## config.mk

```make
export PLATFORM = sky130hd
export DESIGN_NAME = fef_ram
export DESIGN_NICKNAME = d
export VERILOG_FILES = /design/src/sv/fef_ram.sv
export SDC_FILE = /design/constraint.sdc
export NUM_CORES = 2
export LEC_CHECK = 0
export BUFFER_PORTS_ARGS = -buffer_cell sky130_fd_sc_hd__buf_4
export CORE_MARGIN = 3
export CORE_UTILIZATION = 24
export DETAILED_ROUTE_END_ITERATION = 10
export HOLD_SLACK_MARGIN = 0.15
export PLACE_DENSITY = 0.46
export SYNTH_ARGS = -nofsm -noshare
export SYNTH_HDL_FRONTEND = slang
export SYNTH_SLANG_ARGS = --single-unit
```

## constraint.sdc

```tcl
create_clock -name clk -period 3.65 [get_ports clk]
set_clock_uncertainty 0.2 [all_clocks]
set_input_delay 0.73 -clock clk [delete_from_list [all_inputs] [get_ports clk]]
set_output_delay 0.73 -clock clk [all_outputs]
set_load 0.1 [all_outputs]
```

## src/sv/fef_ram.sv

```systemverilog
// Generic RAM: one write port, two read ports with registered read data.
// No dependencies.
`default_nettype none
module fef_ram #(
  parameter int DATA_W = 8,
  parameter int DEPTH  = 256
) (
  input  wire logic                     clk,
  input  wire logic                     we,
  input  wire logic [$clog2(DEPTH)-1:0] wr_addr,
  input  wire logic [DATA_W-1:0]        wr_data,
  input  wire logic                     re,
  input  wire logic [$clog2(DEPTH)-1:0] rd_addr_a,
  input  wire logic [$clog2(DEPTH)-1:0] rd_addr_b,
  output logic      [DATA_W-1:0]        rd_data_a,
  output logic      [DATA_W-1:0]        rd_data_b
);

  logic [DATA_W-1:0] mem [DEPTH];

  // Write, then read old contents on both ports
  always_ff @(posedge clk) begin
    if (we) begin
      mem[wr_addr] <= wr_data;
    end
    if (re) begin
      rd_data_a <= mem[rd_addr_a];
      rd_data_b <= mem[rd_addr_b];
    end
  end

endmodule
`default_nettype wire

```

==> results.py <==
metrics = {
    "outcome": {
        "status": "finished clean",
    },
    "sta": {
        "timing.setup.tns_ps": 0,
        "timing.slew.headroom_pct": 2.43,
        "hold_viol": 0,
        "period_minus_slack_ps": 3520,
        "worst-slew-pin-transition_ps": 1460,
        "post-route-period-util_pct": 96.3,
        "grt_setup_unrepaired": "no",
        "final-setup-viol-count": 0,
        "drv_slew": 0,
        "max_freq_mhz": 284,
        "holdWs_ps": 195,
    },
    "drt": {
        "vias_per_instance": 5.05,
        "dr_wl_met2_um": 172000,
        "route.detailed.wl_per_inst_um": 32.0,
        "count_of_vias_placed_by_the_detailed_router": 56902,
        "detailroute.wirelength.met3_um": 24400,
        "first_iter_violations": 6774,
        "number_of_remaining_drc_errors": 0,
        "top_signal_layer_used": "met5",
        "firstDrtPassIters": 6,
        "wl_um": 361000,
        "antenna_left": 0,
        "m1WireLength_um": 153000,
    },
    "synth": {
        "synthesis.area_sq_um": 97100,
        "synth_top_cell_by_area": "sky130_fd_sc_hd__edfxtp_1",
        "synthArstFlopShare_pct": 0,
        "synthesized_area_per_cell_sq_um": 20.0,
        "netlist_top_cells_area": "sky130_fd_sc_hd__edfxtp_1, sky130_fd_sc_hd__mux4_2, sky130_fd_sc_hd__mux2i_1, sky130_fd_sc_hd__nor2_1, sky130_fd_sc_hd__o221ai_1",
        "ys_types": 64,
        "ys_warn_count": 0,
        "synthDominantCellAreaShare_pct": 63.8,
        "synthesis.nets": 4882,
        "synthesis.instances": 4847,
        "synth-edff-count": 2064,
        "postSynthRegisterBits": 2064,
        "synth.yosys.seq_area_share_pct": 63.8,
        "synthFlopType": "sky130_fd_sc_hd__edfxtp_1",
    },
    "clock_network": {
        "cts_max_path_buffers": 4,
        "post-cts-setup-buffers": 0,
        "cts-htree-levels": 4,
        "path_clk_slew_ps": 60,
        "clock_tree.root_cell": "sky130_fd_sc_hd__clkbuf_16",
        "number_of_sinks_on_the_clock_net": 2064,
        "cts_hold_buffers": 6,
        "insertion_delay_ps": 930,
        "cts_tree": "done",
        "cts_buffers": 234,
        "cts-resized-gates": 0,
    },
    "placement": {
        "dpl.hpwl_um": 252000,
        "placed_cell_area_sq_um": 110000,
        "gp_routability_congestion": 0.858,
        "port_buffers": 50,
    },
    "floorplanning": {
        "floorplan.die.height_um": 642,
        "floorplan.die.width_um": 642,
        "num_ports": 51,
        "placeable_core_region_sq_um": 401000,
        "floorplan.die_area_sq_um": 412000,
        "cell_row_count": 232,
        "starting_density_of_the_core_pct": 24.2,
    },
    "global_route": {
        "grt_start_max_net_pins": 100,
        "global_route_wire_length_before_repair_um": 495000,
        "grt_remaining_overflow": 0,
        "grt_usage_pct": 17.0,
        "vias_in_the_first_global_route": 58339,
        "antenna_found_initial": 24,
    },
    "power_and_ir_drop": {
        "p_comb_share_pct": 9.6,
        "p_clk_share_pct": 43.5,
        "power_density_nw_per_um2": 473,
        "sw_frac_of_total_pct": 23.8,
        "power.switching_mw": 13.3,
        "power.static_leakage_nw": 37.8,
        "power.total_mw": 56.0,
        "seq_power_share_pct": 46.9,
        "p_int_mw": 42.7,
        "peakVddDrop_v": 0.000380,
    },
    "worst_setup_path": {
        "crit_path_end_kind": "register",
        "worst_path_largest_cell_delay_ps": 630,
        "crit_path_top_delay_cell": "sky130_fd_sc_hd__o31ai_1",
        "crit_path_max_fanout": 19,
        "worstPathRequired_ps": 4200,
        "timing.critical_path.from_type": "primary input",
        "crit_path_cell_trace": "buf_8 > buf_12 > buf_12 > buf_4 > buf_4 > mux2i_1 > o221ai_1 > o22ai_1 > buf_4 > o31ai_1 > o32ai_1 > buf_4 > nor3_1",
        "crit_type": "in -> reg",
        "crit_family": "buffers and inverters",
        "critical_path.most_common_cell": "sky130_fd_sc_hd__buf_4",
        "cp.arrival_ps": 4060,
        "cp.buffers_inverters": 7,
    },
    "cells_and_area": {
        "area_growth_syn_to_layout_pct": 21.8,
        "nets": 5723,
        "most-common-layout-cells": "sky130_fd_sc_hd__edfxtp_1, sky130_fd_sc_hd__mux4_2, sky130_fd_sc_hd__buf_4",
        "layout-drive-gt1-share_pct": 41.6,
        "final_common_cell": "sky130_fd_sc_hd__edfxtp_1",
        "final_design_area_no_fill_sq_um": 118000,
    },
    "flow_run": {
        "cap_violations": 0,
    },
    "worst_hold_path": {
        "min-delay-path-class": "in -> reg",
    },
}
-- per-stage QoR --
stage	setup slack [ps]	utilization [%]	std cells
after floorplan	542	-	4847
after global placement	-890	27.5	10828
after detailed placement	-824	27.5	10828
after CTS	130	29.5	11263
after global routing	85.7	29.5	11267
final	135	29.5	11274
-- final timing paths --
kind | startpoint | to | slack [ps] | depth (start not counted)
worst max register to register | mem[199][7]$_DFFE_PP_ | rd_data_b[7]$_DFFE_PP_ | 530 | 5
worst min-delay path | wr_data[7] | mem[134][7]$_DFFE_PP_ | 190 | 1
worst min register to register | mem[188][7]$_DFFE_PP_ | rd_data_b[7]$_DFFE_PP_ | 920 | 4
worst max-delay path | rd_addr_a[0] | rd_data_a[5]$_DFFE_PP_ | 130 | 13
-- power by group through the flow --
stage / registers [mW] / clock network, mW / logic [mW]
after global routing: 26.2 / 25.8 / 5.59
after global placement: 26.8 / 0 / 5.39
final: 26.3 / 24.3 / 5.40
after detailed placement: 26.8 / 0 / 5.40
after floorplan: 26.8 / 0 / 2.59
after CTS: 26.3 / 24.8 / 5.42
-- cells by family (layout without fill, tap and decap cells) --
group                  Yosys count  after routing  share of synthesized area, %
AOI/OAI and AO/OA              466            466                          3.53
muxes                         1325           1325                          27.2
buffers and inverters          401           1435                          2.73
and+or+nand+nor                591            591                          2.69
other                            0             11                             0
DFF                           2064           2064                          63.8
-- flip-flops by register name, summed over array words and instances, names as in the netlist --
name,flops
rd_data_b,8
mem,2048
rd_data_a,8
-- cell type report --
| type | instances | area (sq um) |
|---|---|---|
| Timing Repair Buffer | 1000 | 9250 |
| Antenna cell | 11 | 27.5 |
| Inverter | 6 | 26.3 |
| Fill cell | 39521 | 283000 |
| Clock inverter | 142 | 1630 |
| Multi-Input combinational cell | 2382 | 32500 |
| Clock buffer | 287 | 6120 |
| Sequential cell | 2064 | 62000 |
| Tap cell | 5382 | 6730 |
-- synth_stat cells (9+ instances only) --
cell	n
sky130_fd_sc_hd__and2_1	12
sky130_fd_sc_hd__a221o_1	10
sky130_fd_sc_hd__buf_6	44
sky130_fd_sc_hd__nand2b_1	11
sky130_fd_sc_hd__mux4_2	1051
sky130_fd_sc_hd__nand2_1	114
sky130_fd_sc_hd__o21ai_0	34
sky130_fd_sc_hd__a21oi_1	79
sky130_fd_sc_hd__a221oi_1	32
sky130_fd_sc_hd__o211ai_1	13
sky130_fd_sc_hd__nand4_1	13
sky130_fd_sc_hd__a22o_1	22
sky130_fd_sc_hd__nor3_1	21
sky130_fd_sc_hd__clkbuf_1	137
sky130_fd_sc_hd__o22ai_1	48
sky130_fd_sc_hd__buf_8	35
sky130_fd_sc_hd__edfxtp_1	2064
sky130_fd_sc_hd__buf_2	104
sky130_fd_sc_hd__o221ai_1	65
sky130_fd_sc_hd__mux2_2	38
sky130_fd_sc_hd__o31ai_1	11
sky130_fd_sc_hd__mux2i_1	236
sky130_fd_sc_hd__nor2_1	298
sky130_fd_sc_hd__a2bb2oi_1	9
sky130_fd_sc_hd__buf_4	42
sky130_fd_sc_hd__nand3_1	52
sky130_fd_sc_hd__a22oi_1	62
sky130_fd_sc_hd__a211oi_1	28
sky130_fd_sc_hd__buf_1	25
sky130_fd_sc_hd__nor2b_1	27
-- per-layer routing --
metal,vias up,track usage [%]
met5,-,0
met4,6,5.09
met3,445,2.69
met2,2381,27.6
met1,31272,23.4
li1,22798,-
Power figures use the tool's default switching activity.
