$ cat src/sv/fef_pkg.sv
// Shared constants, types and the color palette for the fire frame engine.
// No dependencies; all files but fef_ram import this package.
`default_nettype none
package fef_pkg;

  // Frame store geometry
  localparam int WIDTH      = 80;
  localparam int STORE_ROWS = 10;
  localparam int DEPTH      = WIDTH * STORE_ROWS;
  localparam int ADDR_W     = $clog2(DEPTH);
  localparam int SEED_BASE  = (STORE_ROWS - 1) * WIDTH;

  // Fixed field widths
  localparam int ROW_W   = 6;
  localparam int COL_W   = 8;
  localparam int LEVEL_W = 8;
  localparam int SUM_W   = LEVEL_W + 2;

  // Palette band edges
  localparam logic [LEVEL_W-1:0] BAND_BLUE   = 8'd15;
  localparam logic [LEVEL_W-1:0] BAND_RED    = 8'd30;
  localparam logic [LEVEL_W-1:0] BAND_YELLOW = 8'd45;
  localparam logic [LEVEL_W-1:0] BAND_WHITE  = 8'd60;
  localparam logic [LEVEL_W-1:0] COOL_STEP   = 8'd4;

  // Item tag captured at the input handshake
  typedef struct packed {
    logic [ROW_W-1:0]   row;
    logic [COL_W-1:0]   column;
    logic [ADDR_W-1:0]  addr;
    logic               seed;
    logic [LEVEL_W-1:0] seed_level;
    logic               first_col;
    logic               last_col;
    logic               visible;
    logic               frame_done;
  } tag_t;

  // Updated cell handed to the color stage
  typedef struct packed {
    logic [ROW_W-1:0]   row;
    logic [COL_W-1:0]   column;
    logic [LEVEL_W-1:0] level;
    logic               visible;
    logic               frame_done;
  } cell_t;

  // One write to the frame store
  typedef struct packed {
    logic               en;
    logic [ADDR_W-1:0]  addr;
    logic [LEVEL_W-1:0] data;
  } wr_t;

  typedef struct packed {
    logic [3:0] r;
    logic [3:0] g;
    logic [3:0] b;
  } rgb_t;

  // Map a heat level to palette nibbles
  function automatic rgb_t palette(input logic [LEVEL_W-1:0] k);
    rgb_t c;
    if (k < BAND_BLUE) begin
      c.r = 4'd0;
      c.g = 4'd0;
      c.b = k[3:0];
    end else if (k < BAND_RED) begin
      c.r = 4'(k - BAND_BLUE);
      c.g = 4'd0;
      c.b = 4'(BAND_RED - k);
    end else if (k < BAND_YELLOW) begin
      c.r = 4'hF;
      c.g = 4'(k - BAND_RED);
      c.b = 4'd0;
    end else if (k < BAND_WHITE) begin
      c.r = 4'hF;
      c.g = 4'hF;
      c.b = 4'(k - BAND_YELLOW);
    end else begin
      c.r = 4'hF;
      c.g = 4'hF;
      c.b = 4'hF;
    end
    return c;
  endfunction

endpackage
`default_nettype wire

$ cat src/sv/fef_sched.sv
// Input-side sequencer: clearing pass after reset, frame cursors, store reads.
// Depends on fef_pkg.
`default_nettype none
module fef_sched import fef_pkg::*; (
  input  wire logic               clk,
  input  wire logic               rst,
  input  wire logic               accept,
  input  wire logic [LEVEL_W-1:0] seed_level,
  output logic                    clearing,
  output wr_t                     clr_wr,
  output tag_t                    tag,
  output logic                    rd_en,
  output logic [ADDR_W-1:0]       rd_addr_a,
  output logic [ADDR_W-1:0]       rd_addr_b
);

  logic               seeding;
  logic [ROW_W-1:0]   row;
  logic [COL_W-1:0]   col;
  logic [ADDR_W-1:0]  addr;
  logic [ADDR_W-1:0]  clr_addr;

  // Describe the beat at the cursor
  always_comb begin
    tag.row        = row;
    tag.column     = col;
    tag.addr       = addr;
    tag.seed       = seeding;
    tag.seed_level = seed_level;
    tag.first_col  = (col == '0);
    tag.last_col   = (col == COL_W'(WIDTH - 1));
    tag.visible    = (row < ROW_W'(STORE_ROWS - 2));
    tag.frame_done = (row == ROW_W'(STORE_ROWS - 2)) && tag.last_col;
  end

  // Read cell and lower-right neighbor; at row end prefetch next row's lower start
  always_comb begin
    rd_en     = accept && !seeding;
    rd_addr_a = addr;
    if (tag.frame_done) begin
      rd_addr_b = ADDR_W'(WIDTH);
    end else begin
      rd_addr_b = addr + ADDR_W'(WIDTH + 1);
    end
  end

  // Zero the store one entry per cycle
  always_comb begin
    clr_wr.en   = clearing;
    clr_wr.addr = clr_addr;
    clr_wr.data = '0;
  end

  always_ff @(posedge clk) begin
    if (rst) begin
      clearing <= 1'b1;
      clr_addr <= '0;
    end else if (clearing) begin
      clr_addr <= clr_addr + 1'b1;
      if (clr_addr == ADDR_W'(DEPTH - 1)) begin
        clearing <= 1'b0;
      end
    end
  end

  // Advance the cursors on each accepted beat
  always_ff @(posedge clk) begin
    if (rst) begin
      seeding <= 1'b1;
      row     <= '0;
      col     <= '0;
      addr    <= ADDR_W'(SEED_BASE);
    end else if (accept) begin
      if (seeding) begin
        if (tag.last_col) begin
          seeding <= 1'b0;
          row     <= '0;
          col     <= '0;
          addr    <= '0;
        end else begin
          col  <= col + 1'b1;
          addr <= addr + 1'b1;
        end
      end else if (tag.frame_done) begin
        seeding <= 1'b1;
        row     <= '0;
        col     <= '0;
        addr    <= ADDR_W'(SEED_BASE);
      end else if (tag.last_col) begin
        row  <= row + 1'b1;
        col  <= '0;
        addr <= addr + 1'b1;
      end else begin
        col  <= col + 1'b1;
        addr <= addr + 1'b1;
      end
    end
  end

endmodule
`default_nettype wire

$ cat config.mk
export PLATFORM = sky130hd
export DESIGN_NAME = fef_sched
export DESIGN_NICKNAME = d
export VERILOG_FILES = /design/src/sv/fef_pkg.sv /design/src/sv/fef_sched.sv
export SDC_FILE = /design/constraint.sdc
export NUM_CORES = 1
export LEC_CHECK = 0
export ABC_AREA = 1
export BUFFER_PORTS_ARGS = -buffer_cell sky130_fd_sc_hd__buf_2
export CAP_MARGIN = 20
export CORE_AREA = 2 2 72 74
export DETAILED_ROUTE_END_ITERATION = 8
export DIE_AREA = 0 0 74 76
export PLACE_DENSITY = 0.78
export SLEW_MARGIN = 0
export SYNTH_ARGS = -nofsm -noshare
export SYNTH_HDL_FRONTEND = slang
export SYNTH_SLANG_ARGS = --single-unit
$ cat constraint.sdc
create_clock -name clk -period 1.5 [get_ports clk]
set_input_delay 0.075 -clock clk [delete_from_list [all_inputs] [get_ports clk]]
set_output_delay 0.075 -clock clk [all_outputs]
set_load 0.1 [all_outputs]
==> metrics.md <==
| Metric | Value |
|---|---|
| Status | `complete, but fails checks` |
| Failing checks | `negative setup slack` |
| Vias in the first global route | `around 2,200` |
| Total negative slack | `-1.81 ns` |
| Synth area leader | `dfxtp_1` |
| Share of cells above drive strength 1 | `48.5%` |
| Rows | `26` |
| Max cap viols | `0` |
| Termination of the worst setup path | `rd_addr_b[0]` |
| Die Width | `between 70 and 80 um` |
| Detailed Place HPWL | `approximately 4.4 mm` |
| Final core occ | `a little under three quarters` |
| Commonest cells after routing, fill and taps aside | `63 x nand2_1, 50 x buf_2, 38 x inv_1, 32 x nor2_1, 26 x buf_4` |
| Register area share after synthesis | `31.6%` |
| Crit end category | `primary output` |
| Mapped Cells | `between 300 and 400` |
| Clock skew | `between 0.005 and 0.006 ns` |
| Core area | `4910 um2` |
| CP Class | `register to primary output` |
| Hold-fix buffers, CTS | `0` |
| CP max FO | `6` |
| Flops & latches, synth | `36` |
| Die area | `~5600 um2` |
| CTS buffer count | `5` |
| GPL Wtd Cong | `roughly 0.85` |
| Period utilization | `113%` |
| Ys async rst share | `0%` |
| RSZ-0062 raised after global routing | `true` |
| CTS tree | `yes` |
| Arrival time at the worst endpoint | `1.62 ns` |
| Wire per inst | `approximately 13 um` |
| PnR worst setup slack | `-0.191 ns` |
| I/O pins | `89` |
| Skew-Pair Late Insertion Delay | `0.29 ns` |
| Clock share of power | `26.7%` |
| Nets | `about 440` |
| Synthesized area | `2280 um2` |
| Crit path launch type | `register` |
| Fill cells | `362` |
| Synth Flop Type | `dfxtp_1` |
| Initial Util | `between 40 and 50%` |
| ANT cells | `0` |
| Top-area cell type share of the netlist area | `31.6%` |
| R2r endpoint | `seeding` |
| Switch Pwr | `~1.2 mW` |
| Flop2flop setup slack | `-0.02 ns` |
| Area delta synth->final | `54.8%` |
| FF/Latch Area | `between 800 and 900 um2` |
| Maximum VDD drop | `0.712 mV` |
| Final Hold Fails | `0` |
| Setup WS pre-CTS | `between 0.01 and 0.015 ns` |
| Combinational share of power | `about 39%` |
| CTS max path bufs | `2` |
| Vias/cell | `roughly 4.9` |
| Post-synth EDFFs | `0` |
| Largest cells by area after synthesis | `dfxtp_1 32%, nand2_1 13%, buf_4 9.2%, nor2_1 7.6%, inv_1 7.2%` |
| Post-Syn Area per Cell | `6.55 um2` |
| Flop pwr share | `between 30% and 40%` |
| GRT Overall Usage | `around 23%` |
| Initial antenna violation count | `0` |
| Drt initial violations | `between 100 and 150` |
| Routed WL | `about 6.3 mm` |
| Vias | `approximately 2,400` |
| Hold Crit Class | `input port to register` |
| Yosys cell types | `29` |
| Most common cell after layout, fill and taps aside | `nand2_1` |
| Hold_ws | `approximately 0.077 ns` |
| Final setup fails | `16` |
| H-tree Lvls | `2` |
| Drt pass-1 iters | `4` |
| R2R depth | `9` |
| Clock sinks | `36` |
| Fmax | `0.591 GHz` |
| Die Span Y | `76 um` |
| First-pass GRT wire length | `between 10 and 15 mm` |
| Worst-path clk slew | `0.08 ns` |
| Switching share of power | `between 40% and 50%` |
| Reg-to-Reg Start | `col[0]` |
| Pin count of the biggest net entering global routing | `15` |
| Detail Route Antenna Nets | `0` |
| Lkg Pwr | `between 1.5 and 2 nW` |
| Port Buf Inserts | `64` |
| Minimum clock period after layout | `1.69 ns` |
| Req. time, crit path | `approximately 1.4 ns` |
| Area occupied by multi-input gates | `about 1500 um2` |
| Remaining DRCs | `0` |
| P_int | `roughly 1.7 mW` |
| Max Slew Vio Count | `0` |
| Yosys warns | `0` |
| Power Dens Cells | `around 820 nW/um2` |
| Total grt overflow | `0` |
| CP Launch Point | `col[0]` |
| Root Driver | `clkbuf_8` |
## synth_stat cells (4+ instances only)
library cell	instances
nor3_1	7
nand2_1	78
nor2_1	46
ha_1	6
a21oi_1	19
buf_4	28
xor2_1	6
nand2_2	4
inv_1	44
o21ai_0	15
nand4_1	6
nand3_1	27
dfxtp_1	36
## per-stage QoR
step	area (um2)	power, mW	std cells
6_report	3530	2.90	495
5_1_grt	3530	3.01	495
4_1_cts	3390	2.90	491
3_5_place_dp	3010	2.06	467
3_3_place_gp	3010	2.05	467
2_1_floorplan	2540	1.96	355
## what timing repair did
item	4_1_cts	5_1_grt
pin swaps	19	22
setup endpoints to repair	12	33
resized for setup	34	30
setup buffers	18	6
gates cloned	0	0
## layout make-up
| cell class | instances | share of cell area [%] |
|---|---|---|
| clock buffer | 6 | 2.66 |
| clock inverter | 2 | 0.355 |
| inverter | 47 | 5.60 |
| multi-input combinational | 238 | 43.2 |
| sequential | 36 | 23.0 |
| tap | 70 | 2.48 |
| timing repair buffer | 96 | 22.7 |
## worst max-delay path, stage by stage, from the launching register on
cell and delay (ns):
dfxtp_4 0.36, ha_4 0.17, nand3_4 0.08, nor2_4 0.05, nand2_4 0.09, clkinvlp_4 0.12, buf_12 0.16, nor2_4 0.10
buf_12 0.18
## registers in the layout, summed over array words and instances (netlist names)
name and count:
clr_addr 10, rd_addr_a 10, col 8, row 6, clearing 1, seeding 1
## per-layer routing
metal  wire length, um  up-vias  global-route usage [%]
met2              3420       62                    39.6
met1              2610     1131                    27.4
met5                 0        -                       0
met4                73        0                    6.55
li1                  -     1223                       -
met3               218        6                    3.97
## kinds of logic after synthesis
family	Yosys count	share of synthesized area (%)
compound gates	39	9.06
simple gates	178	35.0
other cells	1	0.164
fa+ha+maj	6	3.29
xor+xnor	7	2.69
buf+inv	81	18.2
flops	36	31.6
## how the worst min path moves through the flow
stage / slack (ns) / cells after the start / from / endpoint
5_1_grt: 0.08 / 3 / rst / rd_addr_a[6]
4_1_cts: 0.08 / 3 / rst / rd_addr_a[4]
6_report: 0.08 / 3 / rst / rd_addr_a[4]
3_3_place_gp: 0.15 / 0 / seed_level[1] / tag[5]
2_1_floorplan: 0.14 / 1 / rst / clr_addr[8]
3_5_place_dp: 0.15 / 0 / seed_level[1] / tag[5]
## power groups by stage
stage / Combinational (mW) / Sequential, mW / Clock, mW
floorplan: 0.738 / 1.22 / 0
global placement: 1.02 / 1.03 / 0
detailed placement: 1.03 / 1.03 / 0
CTS: 1.10 / 1.01 / 0.789
global route: 1.16 / 1.01 / 0.835
finish: 1.12 / 1.01 / 0.772
(Power assumes the default switching activity.)
