===== config.mk =====
export PLATFORM = sky130hd
export DESIGN_NAME = fef_update
export DESIGN_NICKNAME = d
export VERILOG_FILES = /design/src/sv/fef_pkg.sv /design/src/sv/fef_update.sv
export SDC_FILE = /design/constraint.sdc
export NUM_CORES = 1
export LEC_CHECK = 0
export BUFFER_PORTS_ARGS = -buffer_cell sky130_fd_sc_hd__buf_4
export CAP_MARGIN = 10
export CORE_MARGIN = 2
export CORE_UTILIZATION = 55
export DETAILED_ROUTE_END_ITERATION = 6
export PLACE_DENSITY = 0.85
export SYNTH_ARGS = -nofsm -noshare
export SYNTH_HDL_FRONTEND = slang
export SYNTH_SLANG_ARGS = --single-unit

===== constraint.sdc =====
create_clock -name clk -period 11.3 [get_ports clk]
set_clock_uncertainty 0.05 [all_clocks]
set_input_delay 2.26 -clock clk [delete_from_list [all_inputs] [get_ports clk]]
set_output_delay 2.26 -clock clk [all_outputs]
set_load 0.02 [all_outputs]

===== src/sv/fef_pkg.sv =====
// Shared constants, types and the color palette for the fire frame engine.
// No dependencies; all files but fef_ram import this package.
`default_nettype none
package fef_pkg;

  // Frame store geometry
  localparam int WIDTH      = 80;
  localparam int STORE_ROWS = 10;
  localparam int DEPTH      = WIDTH * STORE_ROWS;
  localparam int ADDR_W     = $clog2(DEPTH);
  localparam int SEED_BASE  = (STORE_ROWS - 1) * WIDTH;

  // Fixed field widths
  localparam int ROW_W   = 6;
  localparam int COL_W   = 8;
  localparam int LEVEL_W = 8;
  localparam int SUM_W   = LEVEL_W + 2;

  // Palette band edges
  localparam logic [LEVEL_W-1:0] BAND_BLUE   = 8'd15;
  localparam logic [LEVEL_W-1:0] BAND_RED    = 8'd30;
  localparam logic [LEVEL_W-1:0] BAND_YELLOW = 8'd45;
  localparam logic [LEVEL_W-1:0] BAND_WHITE  = 8'd60;
  localparam logic [LEVEL_W-1:0] COOL_STEP   = 8'd4;

  // Item tag captured at the input handshake
  typedef struct packed {
    logic [ROW_W-1:0]   row;
    logic [COL_W-1:0]   column;
    logic [ADDR_W-1:0]  addr;
    logic               seed;
    logic [LEVEL_W-1:0] seed_level;
    logic               first_col;
    logic               last_col;
    logic               visible;
    logic               frame_done;
  } tag_t;

  // Updated cell handed to the color stage
  typedef struct packed {
    logic [ROW_W-1:0]   row;
    logic [COL_W-1:0]   column;
    logic [LEVEL_W-1:0] level;
    logic               visible;
    logic               frame_done;
  } cell_t;

  // One write to the frame store
  typedef struct packed {
    logic               en;
    logic [ADDR_W-1:0]  addr;
    logic [LEVEL_W-1:0] data;
  } wr_t;

  typedef struct packed {
    logic [3:0] r;
    logic [3:0] g;
    logic [3:0] b;
  } rgb_t;

  // Map a heat level to palette nibbles
  function automatic rgb_t palette(input logic [LEVEL_W-1:0] k);
    rgb_t c;
    if (k < BAND_BLUE) begin
      c.r = 4'd0;
      c.g = 4'd0;
      c.b = k[3:0];
    end else if (k < BAND_RED) begin
      c.r = 4'(k - BAND_BLUE);
      c.g = 4'd0;
      c.b = 4'(BAND_RED - k);
    end else if (k < BAND_YELLOW) begin
      c.r = 4'hF;
      c.g = 4'(k - BAND_RED);
      c.b = 4'd0;
    end else if (k < BAND_WHITE) begin
      c.r = 4'hF;
      c.g = 4'hF;
      c.b = 4'(k - BAND_YELLOW);
    end else begin
      c.r = 4'hF;
      c.g = 4'hF;
      c.b = 4'hF;
    end
    return c;
  endfunction

endpackage
`default_nettype wire


===== src/sv/fef_update.sv =====
// Update stage: neighbor window, heat sum, cooling and write-back to the store.
// Depends on fef_pkg; sits behind the registered read ports of fef_ram.
`default_nettype none
module fef_update import fef_pkg::*; (
  input  wire logic               clk,
  input  wire logic               rst,
  input  wire logic               accept,
  input  wire tag_t               tag_in,
  input  wire logic [LEVEL_W-1:0] rd_a,
  input  wire logic [LEVEL_W-1:0] rd_b,
  input  wire logic               down_free,
  output logic                    s1_valid,
  output logic                    s1_free,
  output wr_t                     wr,
  output logic                    push,
  output cell_t                   cell_out
);

  tag_t               tag1;
  logic               s1_go;
  logic [LEVEL_W-1:0] w_left;
  logic [LEVEL_W-1:0] w_mid;
  logic [LEVEL_W-1:0] side_l;
  logic [LEVEL_W-1:0] side_r;
  logic [SUM_W-1:0]   sum;
  logic [LEVEL_W-1:0] quarter;
  logic [LEVEL_W-1:0] lvl;

  // Seed beats retire here; update beats need room downstream
  assign s1_go   = s1_valid && (tag1.seed || down_free);
  assign s1_free = !s1_valid || s1_go;

  // Sum the cell and the three below, doubling the center at the edges
  always_comb begin
    side_l  = tag1.first_col ? w_mid : w_left;
    side_r  = tag1.last_col ? w_mid : rd_b;
    sum     = SUM_W'(rd_a) + SUM_W'(w_mid) + SUM_W'(side_l) + SUM_W'(side_r);
    quarter = sum[SUM_W-1:2];
    if (quarter > COOL_STEP) begin
      lvl = quarter - COOL_STEP;
    end else begin
      lvl = {1'b0, quarter[LEVEL_W-1:1]};
    end
  end

  // Write back the new level, or the seed into the bottom row
  always_comb begin
    wr.en               = s1_go;
    wr.addr             = tag1.addr;
    wr.data             = tag1.seed ? tag1.seed_level : lvl;
    push                = s1_go && !tag1.seed;
    cell_out.row        = tag1.row;
    cell_out.column     = tag1.column;
    cell_out.level      = lvl;
    cell_out.visible    = tag1.visible;
    cell_out.frame_done = tag1.frame_done;
  end

  // Hold the tag alongside the registered read data
  always_ff @(posedge clk) begin
    if (rst) begin
      s1_valid <= 1'b0;
    end else if (accept) begin
      s1_valid <= 1'b1;
    end else if (s1_go) begin
      s1_valid <= 1'b0;
    end
    if (accept) begin
      tag1 <= tag_in;
    end
  end

  // Slide the lower-row window; the store is zero after reset
  always_ff @(posedge clk) begin
    if (rst) begin
      w_left <= '0;
      w_mid  <= '0;
    end else if (push) begin
      w_left <= w_mid;
      w_mid  <= rd_b;
    end
  end

endmodule
`default_nettype wire


==> reports/qor.csv <==
stage,metric,value,unit
status,status,"finished, final reports clean",
timing,Final setup viols,0,
timing,worst setup margin,2.55,ns
clock_network,clock tree from TritonCTS,yes,
grt,first-pass GRT wire length,10100,um
logic_synthesis,YS warnings,0,
logic_synthesis,largest area contributor in the netlist,edfxtp_1,
cells_and_area,layout cell share with drive strength beyond 1,32.7,%
route,via count,2363,
floorplanning,# IOs,103,
logic_synthesis,Avg Inst Size Synth,10.8,sq um
timing,Tmin final,8.75,ns
clock_network,CTS root buffer,clkbuf_8,
timing,RSZ-0062 raised after global routing,false,
clock_network,deepest clock path buffer count,2,
timing,Least-Margin Pin Slew,0.661,ns
power_and_ir_drop,Max VDD drop,91.5,uV
logic_synthesis,Async SR Flop Fraction,0,%
critical_path,critical path type,in2out,
critical_path,CP Data Required Time,8.99,ns
clock_network,CTS buffer count,5,
critical_path,CP dominant cell by count,fa_1,
grt,antenna violations before repair,0,
route,Via density,5.24,
timing,setup TNS,0,ns
cells_and_area,synthesis-to-layout area growth,21.5,%
placed_design,pre-CTS WS,2.58,ns
timing,part of the cycle the worst path needs,77.4,%
floorplanning,Die Height,81.0,um
clock_network,Clock Latency Late Sink,0.30,ns
logic_synthesis,library cells used by synthesis,46,
critical_path,Worst path max stage delay,0.56,ns
clock_network,number of gates resized after cts,0,
logic_synthesis,Mapped Area,3260,sq um
critical_path,Worst Path Arrival,6.44,ns
clock_network,H-Tree Depth,2,
critical_path,CP Capture Type,primary output,
cells_and_area,Storage cell area,1450,sq um
logic_synthesis,Syn Nets,385,
logic_synthesis,top cell type's share of synthesized area,34.1,%
clock_network,clock sink total,54,
route,1st-iter DRT viols,145,
logic_synthesis,post-synthesis sequential area ratio,44.5,%
logic_synthesis,Most used DFF post-synth,edfxtp_1,
cells_and_area,Nets,457,
critical_path,CP max FO,3,
clock_network,clock-pin slew on the worst setup and hold paths,0.10,ns
logic_synthesis,Mapped Cells,303,
timing,Fin. Hold Viols,0,
logic_synthesis,register bit total from synthesis,54,
cells_and_area,final instance area,3960,sq um
grt,GRT overflow,0,
floorplanning,standard-cell row count,28,
route,DRT Pass-1 Iters,4,
clock_network,CTS Hold Bufs,0,
logic_synthesis,Post-synth top cells,"nand2_1 (39), edfxtp_1 (37), inv_1 (37), buf_4 (27), a21oi_1 (22)",
placed_design,routability congestion estimate,0.754,
logic_synthesis,Synth area leaders,"edfxtp_1 (34%), dfxtp_1 (10%), fa_1 (9.8%)",
power_and_ir_drop,PwrDens,152,nW/um^2
floorplanning,Die W,81.0,um
route,final WL,6430,um
floorplanning,Die Area,6560,sq um
route,Avg WL per Cell,14.3,um
min_path,Hold Crit Class,reg2reg,
cells_and_area,Layout fillers,476,
critical_path,Buf/Inv on CP,4,
flow_run,# Max-Cap Violations,0,
placed_design,hpwl dp,5020,um
placed_design,port bufs,102,
logic_synthesis,number of synthesized flops with an enable pin,37,
clock_network,# Post-CTS Setup Buffers,0,
route,post-route ant nets,0,
floorplanning,Core Region,5820,sq um
grt,pin count of the biggest net entering global routing,39,
timing,Slew headroom,55.9,%
critical_path,worst-path cell chain,buf_4 > inv_1 > fa_1 > inv_1 > fa_1 > or3b_2 > fa_1 > nor2b_1 > o21ai_0 > nand2b_1 > xnor2_1 > ha_1 > a31oi_1 > nor2b_1 > nor4b_1 > o31a_1 > buf_4,
grt,Tot GR Track Use,20.3,%
grt,vias in the first global route,2235,
cells_and_area,area of the multi-input gates,1420,sq um
floorplanning,Initial Util,56.0,%
timing,"Slew Viols, Final",0,
critical_path,"Slowest-stage cell, CP",fa_1,
power_and_ir_drop,Pleak,1.72,nW
logic_synthesis,"count leader, synth",nand2_1,
cells_and_area,diode count,0,
timing,fmax,0.114,GHz
route,DRC violations left,0,
critical_path,"CP delay by family, top",adder cells,
placed_design,DP Area,3870,sq um
critical_path,crit start category,input pin,
-- worst paths after layout --
path	slack, ns	cells past startpoint	end	from
setup / recovery	2.55	17	wr[7]	rd_a[1]
hold / removal	0.41	2	w_left[1]	w_left[1]
setup reg to reg	8.78	6	w_left[5]	tag1[12]
hold reg to reg	0.41	2	w_left[1]	w_left[1]
-- per-layer routing --
layer  wire, um  up-vias  GRT usage [%]
met4        166        0           8.31
met2       3450       73           35.5
met5          0        -              0
met1       2500     1133           24.5
li1           -     1145              -
met3        315       12           4.00
-- where the power goes --
part / switching, mW / total [mW] / internal [mW]
clock: 0.0665 / 0.110 / 0.0439
combinational: 0.146 / 0.261 / 0.115
sequential: 0.00788 / 0.232 / 0.224
-- flip-flops by register name (all words and copies together), names as in the netlist --
register / count
cell_out: 16
s1_valid: 1
tag1: 11
w_left: 8
w_mid: 8
wr: 10
-- worst min-delay path, cell delays in order, from the launching register on --
cell and delay, ns:
dfxtp_1 0.32, nand2_1 0.05, a21oi_1 0.05
-- area by class of cell --
cell class / count / share of cell area, %
clock buffer: 5 / 1.74
clock inverter: 3 / 0.537
inverter: 38 / 3.60
multi-input combinational: 174 / 35.8
sequential: 54 / 36.6
tap: 75 / 2.37
timing repair buffer: 102 / 19.3
-- metrics by stage --
| stage | hold WS (ns) | utilization (%) | total power [mW] | cells |
|---|---|---|---|---|
| 2_1_floorplan | 0.386 | - | 0.408 | 303 |
| 3_5_place_dp | 0.396 | 66.6 | 0.497 | 443 |
| 4_1_cts | 0.411 | 68.1 | 0.606 | 451 |
| 3_3_place_gp | 0.391 | 66.6 | 0.489 | 443 |
| 5_1_grt | 0.435 | 68.1 | 0.636 | 451 |
| 6_report | 0.411 | 68.1 | 0.604 | 451 |
-- cell usage in the layout (no fill, tap or decap), types with 2 or more instances in the layout --
cell and n:
a211o_1 2, a21o_1 2, a21oi_1 22, a31oi_1 2
and3_1 2, buf_4 102, clkbuf_8 5, clkinv_1 2
clkinv_4 2, dfxtp_1 17, edfxtp_1 37, fa_1 16
ha_1 9, inv_1 37, mux2_2 6, mux2i_1 18
nand2_1 39, nand2b_1 4, nand4b_1 2, nor2_1 5
nor2b_1 5, nor3_1 4, nor4b_1 2, o211ai_1 2
o21ai_0 5, o31a_1 3, or2_2 3, xnor2_1 2
xor2_1 3
-- cells by family (layout without fill, tap and decap cells) --
group / count (synthesis) / in the layout / share of synthesized area (%)
compound gates: 48 / 48 / 9.79
xor+xnor: 5 / 5 / 1.34
fa+ha+maj: 25 / 25 / 13.3
buf+inv: 75 / 148 / 12.0
flops: 54 / 54 / 44.5
mux: 25 / 25 / 8.29
simple gates: 71 / 71 / 10.8
(Power assumes the default switching activity.)
