<file path="src/sv/fef_pkg.sv">
// Shared constants, types and the color palette for the fire frame engine.
// No dependencies; all files but fef_ram import this package.
`default_nettype none
package fef_pkg;

  // Frame store geometry
  localparam int WIDTH      = 80;
  localparam int STORE_ROWS = 10;
  localparam int DEPTH      = WIDTH * STORE_ROWS;
  localparam int ADDR_W     = $clog2(DEPTH);
  localparam int SEED_BASE  = (STORE_ROWS - 1) * WIDTH;

  // Fixed field widths
  localparam int ROW_W   = 6;
  localparam int COL_W   = 8;
  localparam int LEVEL_W = 8;
  localparam int SUM_W   = LEVEL_W + 2;

  // Palette band edges
  localparam logic [LEVEL_W-1:0] BAND_BLUE   = 8'd15;
  localparam logic [LEVEL_W-1:0] BAND_RED    = 8'd30;
  localparam logic [LEVEL_W-1:0] BAND_YELLOW = 8'd45;
  localparam logic [LEVEL_W-1:0] BAND_WHITE  = 8'd60;
  localparam logic [LEVEL_W-1:0] COOL_STEP   = 8'd4;

  // Item tag captured at the input handshake
  typedef struct packed {
    logic [ROW_W-1:0]   row;
    logic [COL_W-1:0]   column;
    logic [ADDR_W-1:0]  addr;
    logic               seed;
    logic [LEVEL_W-1:0] seed_level;
    logic               first_col;
    logic               last_col;
    logic               visible;
    logic               frame_done;
  } tag_t;

  // Updated cell handed to the color stage
  typedef struct packed {
    logic [ROW_W-1:0]   row;
    logic [COL_W-1:0]   column;
    logic [LEVEL_W-1:0] level;
    logic               visible;
    logic               frame_done;
  } cell_t;

  // One write to the frame store
  typedef struct packed {
    logic               en;
    logic [ADDR_W-1:0]  addr;
    logic [LEVEL_W-1:0] data;
  } wr_t;

  typedef struct packed {
    logic [3:0] r;
    logic [3:0] g;
    logic [3:0] b;
  } rgb_t;

  // Map a heat level to palette nibbles
  function automatic rgb_t palette(input logic [LEVEL_W-1:0] k);
    rgb_t c;
    if (k < BAND_BLUE) begin
      c.r = 4'd0;
      c.g = 4'd0;
      c.b = k[3:0];
    end else if (k < BAND_RED) begin
      c.r = 4'(k - BAND_BLUE);
      c.g = 4'd0;
      c.b = 4'(BAND_RED - k);
    end else if (k < BAND_YELLOW) begin
      c.r = 4'hF;
      c.g = 4'(k - BAND_RED);
      c.b = 4'd0;
    end else if (k < BAND_WHITE) begin
      c.r = 4'hF;
      c.g = 4'hF;
      c.b = 4'(k - BAND_YELLOW);
    end else begin
      c.r = 4'hF;
      c.g = 4'hF;
      c.b = 4'hF;
    end
    return c;
  endfunction

endpackage
`default_nettype wire

</file>
<file path="src/sv/fef_shade.sv">
// Color stage and output register: palette lookup and result handshake.
// Depends on fef_pkg.
`default_nettype none
module fef_shade import fef_pkg::*; (
  input  wire logic         clk,
  input  wire logic         rst,
  input  wire logic         push,
  input  wire cell_t        cell_in,
  output logic              down_free,
  input  wire logic         result_ready,
  output logic              result_valid,
  output logic [ROW_W-1:0]  row,
  output logic [COL_W-1:0]  column,
  output logic [7:0]        level,
  output logic [7:0]        red,
  output logic [7:0]        green,
  output logic [7:0]        blue,
  output logic              visible,
  output logic              frame_done
);

  logic  v2;
  cell_t c2;
  logic  o_load;
  rgb_t  rgb;

  assign o_load    = v2 && (!result_valid || result_ready);
  assign down_free = !v2 || o_load;
  assign rgb       = palette(c2.level);

  // Hold the updated cell for the palette
  always_ff @(posedge clk) begin
    if (rst) begin
      v2 <= 1'b0;
    end else if (push) begin
      v2 <= 1'b1;
    end else if (o_load) begin
      v2 <= 1'b0;
    end
    if (push) begin
      c2 <= cell_in;
    end
  end

  // Present the beat until the receiver takes it
  always_ff @(posedge clk) begin
    if (rst) begin
      result_valid <= 1'b0;
    end else if (o_load) begin
      result_valid <= 1'b1;
    end else if (result_ready) begin
      result_valid <= 1'b0;
    end
    if (o_load) begin
      row        <= c2.row;
      column     <= c2.column;
      level      <= c2.level;
      red        <= {rgb.r, 4'd0};
      green      <= {rgb.g, 4'd0};
      blue       <= {rgb.b, 4'd0};
      visible    <= c2.visible;
      frame_done <= c2.frame_done;
    end
  end

endmodule
`default_nettype wire

</file>
<file path="config.mk">
export PLATFORM = sky130hd
export DESIGN_NAME = fef_shade
export DESIGN_NICKNAME = d
export VERILOG_FILES = /design/src/sv/fef_pkg.sv /design/src/sv/fef_shade.sv
export SDC_FILE = /design/constraint.sdc
export NUM_CORES = 1
export LEC_CHECK = 0
export BUFFER_PORTS_ARGS = -buffer_cell sky130_fd_sc_hd__buf_2
export CAP_MARGIN = 20
export CORE_ASPECT_RATIO = 1.75
export CORE_MARGIN = 1
export CORE_UTILIZATION = 30
export CTS_CLUSTER_SIZE = 30
export DETAILED_ROUTE_END_ITERATION = 16
export GPL_TIMING_DRIVEN = 0
export PLACE_DENSITY = 0.63
export SYNTH_ARGS = -nofsm -noshare
export SYNTH_HDL_FRONTEND = slang
export SYNTH_SLANG_ARGS = --single-unit
</file>
<file path="constraint.sdc">
create_clock -name clk -period 3.1 [get_ports clk]
set_input_delay 0.465 -clock clk [delete_from_list [all_inputs] [get_ports clk]]
set_output_delay 0.465 -clock clk [all_outputs]
set_load 0.02 [all_outputs]
</file>
==> key figures, run 1 <==
Drt
  – Vias per std cell: about 4.3
  – DR DRC count: 0
  – Routed Antenna Nets: 0
  – Drt wl/cell: about 13 microns
  – Starting DRT DRC Count: 49
  – Vias: 1368
  – Final WL: roughly 4.1 mm
  – 1st-pass router iterations: 4

Finish
  – Layout cell share with drive strength beyond 1: a little over two fifths
  – Nets: approximately 260
  – Util after Layout: between 40 and 50%
  – Post-route design area: 3150 sq um
  – Filler cell count: about 710
  – Area Overhead vs Synth: 32.1%
  – Post-route insts no fill: between 300 and 400
  – Antenna Cells: 0

Critical path
  – Arrival @ worst endpoint: 2.16 ns
  – WS Path Type: flop to flop
  – Kind of cell adding the most delay to the critical path: simple AND/OR/NAND/NOR gates
  – Crit-path max FO: 9
  – Worst Path Buf+Inv: 1
  – Crit-path cells: inv_1 > ha_1 > and3b_1 > o21ai_0 > and2_0 > a21oi_1
  – Largest stage delay, worst path: 0.53 ns
  – Nature of the critical path startpoint: flop
  – Slowest CP cell: edfxtp_1
  – Crit path required time: around 3.2 ns
  – CP Capture Type: flop

Placed design
  – Routability congestion estimate: 0.860
  – Post-DP Area: approximately 2900 sq um
  – Hpwl dp: slightly below 3 mm
  – Placed insts: ~310
  – IO Port Bufs: 65

STA
  – Hold slack: about 0.32 ns
  – Unrepaired setup endpoints after global routing: no
  – Crit share post-route: 68.1%
  – Slew HR: between 60% and 70%
  – Endpoints failing hold: 0
  – Setup TNS: 0 ns
  – Clk_skew: around 0.0046 ns
  – Min cycle time layout: ~2.1 ns
  – F_max: 473 MHz
  – Pins over their slew limit: 0
  – Worst Tran Pin Value: just under 0.6 ns
  – Final setup fails: 0

Global route
  – Vias in the first global route: roughly 1400
  – Largest net degree at the start of global routing: 26
  – Global-route wire length before repair: 6.34 mm
  – GRT Util Overall: between 10% and 20%
  – Initial antenna violation count: 0
  – GR Overflow Total: 0

Yosys
  – Post-synth top cells: edfxtp_1 (60), buf_4 (12), a21oi_1 (9), nor2_1 (7)
  – Synth area leaders: edfxtp_1 (76%), buf_4 (3.8%), ha_1 (3.1%), a21oi_1 (1.9%), dfxtp_1 (1.7%)
  – Gate Count Post-Synth: 140
  – Register area share after synthesis: about 77%
  – YS warnings: 0
  – Synth top area share: 75.6%
  – Post-synthesis area per instance: about 17 sq um
  – Cell area after synthesis: 2380 sq um
  – Post-synth EDFFs: 60
  – Post-synth cell types: 33
  – Dominant synthesized flop cell: edfxtp_1
  – #FFs+latches synth: 62
  – Async SR Flop Fraction: 0%
  – Area leader, netlist: edfxtp_1
  – Most frequent cell after synthesis: edfxtp_1

Clocking
  – H-tree Lvls: 3
  – Worst-path clk slew: around 0.05 ns
  – TritonCTS Buffers: 9
  – Clock Latency Late Sink: 0.32 ns
  – CTS max path bufs: 2
  – CTS root buf: clkbuf_16
  – Post-CTS Hold Buffers: 0
  – TritonCTS clock tree: done
  – Setup bufs post-CTS: 0
  – CTS sink count: just over 60
  – Post-CTS Resized: 0

Die
  – Number of I/O pins: a little under 80
  – Core ar.: 7620 sq um
  – Die ar.: approximately 8300 sq um
  – Die width: just under 70 microns
  – Row cnt: 42
  – Initial Utilization: 31.3%
  – Die H: approximately 120 microns

Run status
  – Status: completed

Job
  – Max Cap Viol: 0

Power
  – Peak supply drop: around 0.00034 V
  – Static Leakage: 1.24 nW
  – PD cells: about 650 nW/um^2

Min path
  – Worst hold path type: primary input to flop
-- state kept, by name, indices dropped and copies added, names as in the netlist, 4 cells and up --
signal,flops
red,4
row,6
level,8
blue,4
green,4
column,8
c2,24
-- worst register-to-register path: stages, from the launching register on --
cell and delay (ns):
edfxtp_1 0.53, inv_1 0.15, ha_1 0.23, and3b_1 0.20, o21ai_0 0.23, and2_0 0.37, a21oi_1 0.13
-- logic make-up after synthesis --
family                   synth area share, %
flip-flops                              77.2
AND/OR/NAND/NOR                         5.93
AO/OA/AOI/OAI                           6.45
buffers and inverters                   5.61
adder cells (fa/ha/maj)                 3.15
XOR/XNOR                                1.47
other                                  0.157
-- per-layer routing --
layer	global-route usage [%]	part of all wire (%)	up-vias
li1	-	-	673
met1	9.36	36	629
met2	18.2	55	57
met3	4.70	6.3	9
met4	7.91	3.1	0
met5	0	0	-
-- power breakdown --
group          switching (W)  total [W]  internal, W
clock network       0.000308   0.000845     0.000537
registers          0.0000227    0.00101     0.000984
logic               0.000113   0.000186    0.0000730
-- area by class of cell --
class                      count  area [sq um]  area share, %
clock buffer                  14           244           7.74
buffer                        15           119           3.77
inverter                       4          15.0          0.477
tap                           88           110           3.49
multi-input combinational     70           458           14.5
timing repair buffer          66           353           11.2
clock inverter                 2          10.0          0.318
sequential                    62          1840           58.5
-- through the flow --
step | power (W) | worst slack, ns
2_1_floorplan | 0.00114 | 0.493
3_3_place_gp | 0.00120 | -0.248
3_5_place_dp | 0.00121 | 1.00
4_1_cts | 0.00206 | 0.973
5_1_grt | 0.00212 | 0.884
6_report | 0.00204 | 0.988
-- worst paths after layout --
check	startpoint	depth (start not counted)	slack, ns	end
max reg2reg	c2[3]	6	0.99	green[6]
max	c2[3]	6	0.99	green[6]
min reg2reg	c2[22]	0	0.42	row[4]
min	rst	2	0.32	result_valid
-- layout by cell type (no fill, tap or decap), drive strengths merged, types with 2 or more instances in the layout --
cell,n
buf,79
edfxtp,60
clkbuf,16
conb,12
a21oi,9
nor2,8
nand2,6
ha,6
o21ai,5
inv,4
nor2b,3
nand2b,2
xor2,2
xnor2,2
clkinv,2
dfxtp,2
and3b,2
Note: power is estimated with default switching activity, not from simulation.
==> inputs of run 2 (changes only) <==
PLACE_DENSITY = 0.65   (was 0.63)
clock period = 1.9 ns   (was 3.1 ns; I/O delays follow)
==> run 2 against run 1 <==
Sequential power up 62%. Setup slack got worse by 0.91 ns. Combinational power rose by 69%. First-iteration DRC count is 22% higher. Flip-flop and latch count unchanged. Critical path depth decreased by 3. Largest power group unchanged. Final area about the same. Hold slack worse by 0.18 ns. Global-route usage up 0.14 points.
==> key figures, run 2 (synthesis gave the netlist of run 1 again) <==
Run status
  – Status: completed

STA
  – Worst Tran Pin Value: around 1 ns
  – Endpoints failing hold: 0
  – Min cycle time layout: around 1.8 ns
  – Pins over their slew limit: 0
  – Unrepaired setup endpoints after global routing: no
  – Setup TNS: 0 ns
  – Crit share post-route: 96.0%
  – F_max: about 550 MHz
  – Slew HR: 32.9%
  – Final setup fails: 0
  – Clk_skew: approximately 0.0050 ns

Die
  – Core ar.: approximately 7600 sq um
  – Die width: 69.4 microns
  – Row cnt: 42
  – Die H: about 120 microns
  – Initial Utilization: between 30 and 40%
  – Die ar.: 8320 sq um
  – Number of I/O pins: just under 80

Global route
  – Initial antenna violation count: 0
  – Global-route wire length before repair: roughly 6.3 mm
  – Largest net degree at the start of global routing: 37
  – M3 GR Usage: ~5.8%
  – GR Overflow Total: 0
  – M1 GR Usage: 8.98%
  – Vias in the first global route: 1317
  – Grt met2 use: 18.0%
  – GRT Util Overall: approximately a tenth
  – Gr busiest metal: met2

Placed design
  – Hpwl dp: about 2.8 mm
  – Post-DP Area: about 2900 sq um
  – IO Port Bufs: 65
  – Placed insts: around 300
  – Routability congestion estimate: ~0.85

Critical path
  – R2R depth: 3
  – Reg2Reg Setup Slack: roughly 0.076 ns
  – Worst setup path startpoint: c2[7]
  – Nature of the critical path startpoint: flop
  – Crit path required time: approximately 2.0 ns
  – Crit Reg-Reg Startpoint: c2[7]
  – FF-to-FF End: blue[7]
  – Slowest CP cell: or4_4
  – Crit-path cells: or4_4 > a21o_1 > a311o_1
  – Largest stage delay, worst path: between 0.6 and 0.7 ns
  – Crit-path max FO: 5
  – CP Capture Type: flop
  – Arrival @ worst endpoint: about 1.9 ns
  – WS Path Type: flop to flop
  – Critical Path Sink: blue[7]

Drt
  – 1st-pass router iterations: 4
  – Vias per std cell: between 4 and 5
  – Routed Antenna Nets: 0
  – Vias: between 1000 and 1500
  – DR DRC count: 0
  – Final WL: 4.15 mm
  – Starting DRT DRC Count: 60
  – Drt wl/cell: between 10 and 15 microns

Finish
  – Filler cell count: around 700
  – Max reg flops: 24
  – Nets: approximately 270
  – Area Overhead vs Synth: 32.1%
  – Antenna Cells: 0
  – Post-route insts no fill: between 300 and 400
  – Post-route design area: around 3100 sq um
  – Most frequent cells in the layout: buf_2 (65), edfxtp_1 (60), buf_4 (16), conb_1 (12)
  – Most common cell after layout, fill and taps aside: buf_2
  – Top reg by flops: c2
  – Layout cell share with drive strength beyond 1: 42.6%
  – Top Registers: c2 (24), column (8), level (8)

Clocking
  – CTS root buf: clkbuf_16
  – CTS max path bufs: 2
  – TritonCTS Buffers: 9
  – CTS sink count: a little over 60
  – TritonCTS clock tree: done
  – Post-CTS Hold Buffers: 0
  – Clock Latency Late Sink: between 0.3 and 0.4 ns
  – H-tree Lvls: 3
  – Worst-path clk slew: 0.05 ns

Power
  – Peak supply drop: between 0.0004 and 0.0005 V
  – Static Leakage: around 1.2 nW
  – PD cells: 1050 nW/um^2

Job
  – Max Cap Viol: 0

Min path
  – Worst hold path type: primary input to flop
-- run 2: cell count changes in the layout (fill, tap and decap cells not counted) --
| cell | previous run | this run |
|---|---|---|
| and2_0 | 1 | 0 |
| and2_2 | 0 | 1 |
| buf_16 | 1 | 0 |
| buf_4 | 12 | 16 |
| clkbuf_1 | 6 | 4 |
| clkinv_1 | 0 | 2 |
| clkinv_2 | 2 | 1 |
-- run 2: critical path, delay by kind of cell (launching register included) --
family / cells / cell delay [ns]
flip-flops: 1 / 0.46
AND/OR/NAND/NOR: 1 / 0.62
AO/OA/AOI/OAI: 2 / 0.48
-- run 2: what timing repair did --
item / 4_1_cts / 5_1_grt
setup buffers: 3 / 1
pin swaps: 0 / 0
hold endpoints to repair: 0 / 0
setup endpoints to repair: 7 / 7
resized for setup: 1 / 1
-- run 2: layout make-up --
| cell class | instances | area (sq um) | area share [%] |
|---|---|---|---|
| timing repair buffer | 69 | 355 | 11.3 |
| clock buffer | 12 | 236 | 7.51 |
| sequential | 62 | 1840 | 58.5 |
| tap | 88 | 110 | 3.50 |
| clock inverter | 3 | 12.5 | 0.397 |
| multi-input combinational | 70 | 459 | 14.6 |
| inverter | 4 | 15.0 | 0.477 |
| buffer | 15 | 119 | 3.77 |
-- run 2: worst min-delay path by stage --
| stage | start | to | slack (ns) | cells past startpoint |
|---|---|---|---|---|
| 2_1_floorplan | rst | result_valid | 0.36 | 1 |
| 4_1_cts | cell_in[2] | c2[2] | 0.12 | 1 |
| 5_1_grt | cell_in[23] | c2[23] | 0.12 | 1 |
| 6_report | rst | v2 | 0.14 | 2 |
| 3_3_place_gp | c2[18] | row[0] | 0.40 | 0 |
| 3_5_place_dp | c2[22] | row[4] | 0.40 | 0 |
-- run 2: through the flow --
step                hold WS [ns]  util [%]  power, W  setup WS (ns)
floorplan                  0.357         -   0.00186          0.191
global placement           0.401      37.7   0.00195         -0.113
global route               0.116      41.3   0.00345         0.0367
CTS                        0.122      41.2   0.00335         0.0771
detailed placement         0.405      37.7   0.00197         -0.176
finish                     0.137      41.3   0.00331         0.0765
-- run 2: report_power, final --
group / internal (W) / leakage (nW) / switching, W
registers: 0.00161 / 0.573 / 0.0000290
clock network: 0.000860 / 0.121 / 0.000499
logic: 0.000121 / 0.551 / 0.000193
total: 0.00259 / 1.25 / 0.000721
-- run 2: metal layers --
metal	share of wire, %	vias up
met2	54	61
met3	8.4	14
li1	-	675
met5	0	-
met1	33	610
met4	3.9	0
